===== src/kls_pkg.sv =====
// ----------------------------------------------------------------------------
// kls_pkg: shared types and constants for the launch speed pipeline.
// Holds the sideband record and the fixed-point constants shared by the stages.
// ----------------------------------------------------------------------------
`timescale 1ns / 1ps
`default_nettype none
package kls_pkg;

  localparam int DistW  = 20;
  localparam int SpeedW = 20;
  localparam int DecelW = 14;
  localparam int RadW   = 40;
  localparam int RemW   = 23;

  localparam logic [1:0] BandNear = 2'd0;
  localparam logic [1:0] BandMid  = 2'd1;
  localparam logic [1:0] BandFar  = 2'd2;

  typedef struct packed {
    logic [DistW-1:0]  pass_len;
    logic [1:0]        band;
    logic [DecelW-1:0] acc;
  } kls_side_t;

  function automatic logic [RadW-1:0] band_vt2(input logic [1:0] band);
    logic [RadW-1:0] r;
    case (band)
      BandNear: r = 40'd3171942400;
      BandMid:  r = 40'd5898240000;
      default:  r = 40'd13271040000;
    endcase
    return r;
  endfunction

endpackage
`default_nettype wire


===== src/kls_sqrt_cell.sv =====
// ----------------------------------------------------------------------------
// kls_sqrt_cell: one bit of a pipelined integer square root.
// Brings down two radicand bits, tries the next root bit and registers it.
// ----------------------------------------------------------------------------
`timescale 1ns / 1ps
`default_nettype none
module kls_sqrt_cell
  import kls_pkg::*;
(
  input  wire logic              clk_i,
  input  wire logic              rst_ni,
  input  wire logic              en_i,
  input  wire logic              valid_i,
  input  wire logic [RemW-1:0]   rem_i,
  input  wire logic [SpeedW-1:0] root_i,
  input  wire logic [RadW-1:0]   rad_i,
  input  wire kls_side_t         side_i,
  output logic                   valid_o,
  output logic [RemW-1:0]        rem_o,
  output logic [SpeedW-1:0]      root_o,
  output logic [RadW-1:0]        rad_o,
  output kls_side_t              side_o
);

  logic [RemW-1:0]   rem_sh;
  logic [RemW-1:0]   trial;
  logic              take;
  logic [RemW-1:0]   rem_d;
  logic [SpeedW-1:0] root_d;
  logic              valid_q;
  logic [RemW-1:0]   rem_q;
  logic [SpeedW-1:0] root_q;
  logic [RadW-1:0]   rad_q;
  kls_side_t         side_q;

  assign rem_sh = {rem_i[RemW-3:0], rad_i[RadW-1 -: 2]};
  assign trial  = {1'b0, root_i, 2'b01};
  assign take   = (rem_sh >= trial);
  assign rem_d  = take ? (rem_sh - trial) : rem_sh;
  assign root_d = {root_i[SpeedW-2:0], take};

  always_ff @(posedge clk_i or negedge rst_ni) begin
    if (!rst_ni) begin
      valid_q <= 1'b0;
    end else if (en_i) begin
      valid_q <= valid_i;
    end
  end

  always_ff @(posedge clk_i) begin
    if (en_i) begin
      rem_q  <= rem_d;
      root_q <= root_d;
      rad_q  <= {rad_i[RadW-3:0], 2'b00};
      side_q <= side_i;
    end
  end

  assign valid_o = valid_q;
  assign rem_o   = rem_q;
  assign root_o  = root_q;
  assign rad_o   = rad_q;
  assign side_o  = side_q;

endmodule
`default_nettype wire


===== src/kls_sqrt_chain.sv =====
// ----------------------------------------------------------------------------
// kls_sqrt_chain: a row of square root cells, one root bit per cell.
// Turns a 40-bit radicand into its 20-bit floor root.
// ----------------------------------------------------------------------------
`timescale 1ns / 1ps
`default_nettype none
module kls_sqrt_chain
  import kls_pkg::*;
(
  input  wire logic              clk_i,
  input  wire logic              rst_ni,
  input  wire logic              en_i,
  input  wire logic              valid_i,
  input  wire logic [RadW-1:0]   rad_i,
  input  wire kls_side_t         side_i,
  output logic                   valid_o,
  output logic [SpeedW-1:0]      root_o,
  output kls_side_t              side_o
);

  logic              valid_w [SpeedW+1];
  logic [RemW-1:0]   rem_w   [SpeedW+1];
  logic [SpeedW-1:0] root_w  [SpeedW+1];
  logic [RadW-1:0]   rad_w   [SpeedW+1];
  kls_side_t         side_w  [SpeedW+1];

  assign valid_w[0] = valid_i;
  assign rem_w[0]   = '0;
  assign root_w[0]  = '0;
  assign rad_w[0]   = rad_i;
  assign side_w[0]  = side_i;

  for (genvar k = 0; k < SpeedW; k++) begin : g_cell
    kls_sqrt_cell u_cell (
      .clk_i   (clk_i),
      .rst_ni  (rst_ni),
      .en_i    (en_i),
      .valid_i (valid_w[k]),
      .rem_i   (rem_w[k]),
      .root_i  (root_w[k]),
      .rad_i   (rad_w[k]),
      .side_i  (side_w[k]),
      .valid_o (valid_w[k+1]),
      .rem_o   (rem_w[k+1]),
      .root_o  (root_w[k+1]),
      .rad_o   (rad_w[k+1]),
      .side_o  (side_w[k+1])
    );
  end

  assign valid_o = valid_w[SpeedW];
  assign root_o  = root_w[SpeedW];
  assign side_o  = side_w[SpeedW];

endmodule
`default_nettype wire


===== config.mk =====
export PLATFORM = sky130hd
export DESIGN_NAME = kls_sqrt_chain
export DESIGN_NICKNAME = d
export VERILOG_FILES = /design/src/kls_pkg.sv /design/src/kls_sqrt_cell.sv /design/src/kls_sqrt_chain.sv
export SDC_FILE = /design/constraint.sdc
export NUM_CORES = 2
export LEC_CHECK = 0
export ABC_AREA = 0
export BUFFER_PORTS_ARGS = -buffer_cell sky130_fd_sc_hd__buf_2
export CORE_UTILIZATION = 39
export CTS_CLUSTER_SIZE = 8
export DETAILED_ROUTE_END_ITERATION = 7
export PLACE_DENSITY_LB_ADDON = 0.25
export REMOVE_ABC_BUFFERS = 1
export SKIP_CTS_REPAIR_TIMING = 1
export SYNTH_ARGS = -nofsm -noshare
export SYNTH_HDL_FRONTEND = slang
export SYNTH_HIERARCHICAL = 1
export SYNTH_SLANG_ARGS = --single-unit

===== constraint.sdc =====
create_clock -name clk_i -period 2.57 [get_ports clk_i]
set_clock_uncertainty 0.2 [all_clocks]
set_input_delay 0.514 -clock clk_i [delete_from_list [all_inputs] [get_ports clk_i]]
set_output_delay 0.514 -clock clk_i [all_outputs]
set_load 0.03 [all_outputs]

After elaboration in Yosys (flattened, before gate mapping)
Cells that the tools add are included.

word-level totals
  flip-flop bits (word level) = 1711
  input port bits = 80
  output and inout bits = 57
  word-level logic and storage cells = 197

operators by class
  add/subtract/negate cells = 19
  $lt $le $gt $ge = 20
  multiplexer cells = 19

operators by type and width
  kind                            number
  2-to-1 mux 21 bit               18
  >= comparator 23 x 10 -> 1 bit  1
  >= comparator 23 x 11 -> 1 bit  1
  >= comparator 23 x 12 -> 1 bit  1
  >= comparator 23 x 13 -> 1 bit  1
  >= comparator 23 x 14 -> 1 bit  1
  >= comparator 23 x 15 -> 1 bit  1
  >= comparator 23 x 16 -> 1 bit  1
  >= comparator 23 x 17 -> 1 bit  1
  >= comparator 23 x 18 -> 1 bit  1
  >= comparator 23 x 19 -> 1 bit  1
  >= comparator 23 x 20 -> 1 bit  1
  >= comparator 23 x 21 -> 1 bit  1
  >= comparator 23 x 3 -> 1 bit   1
  >= comparator 23 x 4 -> 1 bit   1
  >= comparator 23 x 5 -> 1 bit   1
  >= comparator 23 x 6 -> 1 bit   1
  >= comparator 23 x 7 -> 1 bit   1
  >= comparator 23 x 8 -> 1 bit   1
  >= comparator 23 x 9 -> 1 bit   1
  subtractor 21 x 10 -> 21 bit    1
  subtractor 21 x 11 -> 21 bit    1
  subtractor 21 x 12 -> 21 bit    1
  subtractor 21 x 13 -> 21 bit    1
  17 further kinds                17

Depth between registers and ports, before layout
  depth after elaboration = 2
  gate-level depth with buffers = 12
  gate-level depth less buffers = 10

Modules after synthesis
The synthesis kept the hierarchy.

by module, submodules not included
  module                                 instances  cells each  area each (sq um)  seq. area each (sq um)
  kls_sqrt_cell (g_cell[18].u_cell ...)  11         369         5097.4             3538.4
  kls_sqrt_cell (g_cell[10].u_cell ...)  8          372         5321.4             3538.4
  kls_sqrt_cell (g_cell[0].u_cell)       1          361         5108.6             3538.4
  kls_sqrt_chain                         1          1           3.8                0.0

Least setup slack after synthesis
No wires, ideal clock.

  path type = register to register
  start = register g_cell[9].u_cell.rem_q[2]
  end = register g_cell[10].u_cell.rem_q[10] (data pin)
  library setup time = 0.260 ns
  arrival time = 2.347 ns
  required time = 2.110 ns
  slack = -0.237 ns
  stages on the path, launching flop included = 11
  buffers on the path = 2
  clock period less this slack = 2.807 ns
  cells stage by stage = edfxtp_1 > ha_1 > buf_2 > o2111a_1 > o31a_1 > a221oi_4 > a21boi_2 > nor2_4 > inv_2 > buf_6 > mux2_4

between the ends
  word-level cells in the longest chain between the ends = 2
  elaborated cells on any way between the ends = 3
  classes of those cells = add/sub: 1; order compare: 1; mux: 1

ends and longest elaborated chain
  item                                                                            RTL line                                  text
  from (decl)                                                                     kls_sqrt_cell.sv:31                       logic [RemW-1:0] rem_q;
  from (signal assigned)                                                          kls_sqrt_cell.sv:52                       rem_q <= rem_d;
  subtractor 21 x 12 -> 21 bit or >= comparator 23 x 12 -> 1 bit (tied branches)  kls_sqrt_cell.sv:39, kls_sqrt_cell.sv:38
  2-to-1 mux 21 bit *                                                             kls_sqrt_cell.sv:39                       assign rem_d = take ? (rem_sh - trial) : rem_sh;
  named net g_cell[10].u_cell.rem_d[10]                                           kls_sqrt_cell.sv:28                       logic [RemW-1:0] rem_d;
  to (signal assigned)                                                            kls_sqrt_cell.sv:52
  to (decl)                                                                       kls_sqrt_cell.sv:31

Mark *: on every way through the listed nets, which the timed path passes. The rest lies on a longest branch.
A chain may end at the register's enable or synchronous reset.

Final worst setup path
  start = register g_cell[14].u_cell.root_q[0]
  end = register g_cell[15].u_cell.rem_q[19] (data pin)

between the ends
  word-level cells in the longest chain between the ends = 2
  elaborated cells on any way between the ends = 3
  classes of those cells = add/sub: 1; order compare: 1; mux: 1

ends and longest elaborated chain
  item                                                                            RTL line                                  text
  from (decl)                                                                     kls_sqrt_cell.sv:32                       logic [SpeedW-1:0] root_q;
  from (signal assigned)                                                          kls_sqrt_cell.sv:53                       root_q <= root_d;
  subtractor 21 x 17 -> 21 bit or >= comparator 23 x 17 -> 1 bit (tied branches)  kls_sqrt_cell.sv:39, kls_sqrt_cell.sv:38
  2-to-1 mux 21 bit *                                                             kls_sqrt_cell.sv:39
  named net g_cell[15].u_cell.rem_d[19]                                           kls_sqrt_cell.sv:28
  to (signal assigned)                                                            kls_sqrt_cell.sv:52
  to (decl)                                                                       kls_sqrt_cell.sv:31

Marks and branches as above.

==> results.txt <==
- Power spread over the standard cell area amounts to 1210 nW/um^2.
- For the pin with the worst max-slew slack, the measured transition is 0.612 ns.
- TritonCTS built the clock tree.
- Derived from the worst setup path, the maximum achievable clock frequency is 0.348 GHz.
* Instance count along the most critical hold path: 2
* Number of failing hold endpoints at the final stage: 0
* Remaining antenna violation count: 0
* H-Tree Level Count: 5
* Combined area of all synthesized cells: 87,300 sq um
- Dividing the detail-routed via count by the number of cells gives 4.95.
- The post-route netlist has 39.4% of its cells at a drive strength greater than 1.
- Post-synthesis to final-layout area growth: 39.4%
- Peak supply drop: 0.760 mV
* Final routed wire length divided by cell count: 18.7 um
- The net count of the finished layout is 9,390.
* Highest fanout seen on the critical path: 3
* Clock slew at reported path FFs: 0.05 ns
- Worst Slack Setup Final: -0.305 ns
- Die Y: 475 um
- Required time of the critical path: 3.00 ns
- Global routing finished with a remaining overflow of 0.
- Number of pins with negative max-slew slack in the final report: 0
- After the first detailed-routing iteration, the DRC count stood at 3,834.
* Leakage Power: 49.1 nW
* DP Cell Count: 11,200
- Horizontal die dimension: 475 um
- The first TritonRoute pass finished after 6 iterations.
* Post-detailed-placement half-perimeter wirelength: 158,000 um
- The number of antenna violations at the first check in global routing was 6.
- Period Utilization, post-route: 112%
- Vias in the first global route: 57,500
- Max-capacitance violation count: 0
* Area enclosed by the die boundary: 226,000 sq um
- Placer Congestion: 0.904
* Number of placement rows: 173
- The worst setup path is launched from a register.
- Result of the run: finished with violations
- Post-detailed-route DRC marker count: 0
* Period minus WS final: 2.88 ns
- The layout has 18,300 filler cells.
* Clock Latency Late Sink: 0.93 ns
- Overall via count from detail_route: 58,900
- Violated checks: negative setup slack
- Initial core utilization: 39.3%
* First-pass GRT wire length: 323,000 um
* Maximum number of pins on one net before global-route repair: 108
- Synthesis Warnings: 6
- Averaged over all synthesized cells, the footprint is 13.6 sq um.
- The finished layout holds 11,900 standard cells, fillers aside.
- In this run the count of I/O pins placed on the die edge is 137.
* Endpoint class of the critical path: register
- Number of clock buffers inserted by TritonCTS: 293
- Clock tree synthesis found a total of 1,919 sinks.
- Prior to clock tree synthesis, the placed netlist has a worst setup slack of -0.548 ns.
- Setup violations remaining at the end of the flow were counted as 356.
- In the synthesized netlist, the number of instances is 6,428.
- The critical path in this run is classified as register to register.
- Hold is met by 0.0921 ns.
- Counting cells, the worst reg-to-reg path comes to 9.
* Core box area: 222,000 sq um
- For this block, the routed nets add up to 222,000 um of wire.
- STA puts the critical path data arrival time at 3.30 ns.
- The setup check on the worst reg-to-reg path leaves a slack of -0.31 ns.
* Largest buffer count on any clock path: 4
- Global router's overall resource usage: 18.4%
- CTS placed an instance of sky130_fd_sc_hd__clkbuf_16 at the clock tree root.
- The min-delay analysis places its worst path in the category input pin to register.
- Count of buffers from port buffering: 136
* Relative max-transition margin: 58.7%
- Setup repair after global routing could not meet its margin everywhere.
==> flip-flops by register name, indices dropped and copies added (netlist names) <==
signal / count
g_cell.u_cell/rad_o: 380
g_cell.u_cell/rem_o: 399
g_cell.u_cell/root_o: 400
g_cell.u_cell/side_o: 720
g_cell.u_cell/valid_o: 20
==> final timing paths <==
kind | startpoint | end
max | g_cell[14].u_cell/root_o[0] | g_cell[15].u_cell/rem_o[19]
min | side_i[14] | g_cell[0].u_cell/side_o[14]
max reg2reg | g_cell[14].u_cell/root_o[0] | g_cell[15].u_cell/rem_o[19]
min reg2reg | g_cell[0].u_cell/rad_o[27] | g_cell[1].u_cell/rad_o[29]
max in group asynchronous | rst_ni | g_cell[13].u_cell/valid_o
min in group asynchronous | rst_ni | g_cell[17].u_cell/valid_o
==> final cells by class <==
type	count	area [sq um]	share of cell area [%]
Antenna cell	1	2.50	0.00206
Multi-Input combinational cell	3855	32300	26.6
Sequential cell	1919	57500	47.3
Clock buffer	333	7550	6.20
Timing Repair Buffer	2236	18200	14.9
Timing Repair inverter	4	32.5	0.0267
Tap cell	2975	3720	3.06
Clock inverter	17	175	0.144
Inverter	562	2190	1.80
==> through the flow <==
stage	util, %	cell area, sq um	power [mW]	setup TNS, ns
floorplan	-	86600	74.4	-59.98
global placement	47.1	105000	101	-107.19
detailed placement	47.1	105000	101	-115.17
CTS	50.5	112000	135	-120.73
global route	54.7	122000	155	-82.20
finish	54.7	122000	147	-55.49
==> routing by layer <==
metal  GRT usage (%)  vias to the layer above  routed length [um]
li1                -                    28800                   -
met4            6.51                        2                7530
met1            25.1                    28500               99700
met2            29.7                     1195              106000
met3            3.14                      410                9570
met5               0                        -                  17
==> critical path, stage by stage, from the launching register on <==
cell and delay [ns]:
sky130_fd_sc_hd__edfxtp_1 0.43, sky130_fd_sc_hd__inv_2 0.10, sky130_fd_sc_hd__ha_4 0.20, sky130_fd_sc_hd__o2111a_1 0.16, sky130_fd_sc_hd__o31a_1 0.38, sky130_fd_sc_hd__a221oi_4 0.33
sky130_fd_sc_hd__buf_4 0.19, sky130_fd_sc_hd__nand2_4 0.07, sky130_fd_sc_hd__or3_1 0.35, sky130_fd_sc_hd__a41o_1 0.19
==> power breakdown <==
| group | internal (mW) | switching (mW) |
|---|---|---|
| sequential | 41.9 | 3.51 |
| combinational | 36.1 | 32.7 |
| clock | 20.4 | 12.5 |
| total | 98.4 | 48.7 |
==> placed cells by master (no fill, tap or decap), drive strengths merged, types with 80 or more instances in the layout <==
cell            n
buf          2136
edfxtp       1899
inv           572
nand2         528
ha            439
o21ai         439
a21oi         438
clkbuf        352
nor2          261
xnor2         202
and3          133
mux2          119
xor2          107
nand4          91
nor3           90
dlygate4sd3    81
conb           80
(Power assumes the default switching activity.)
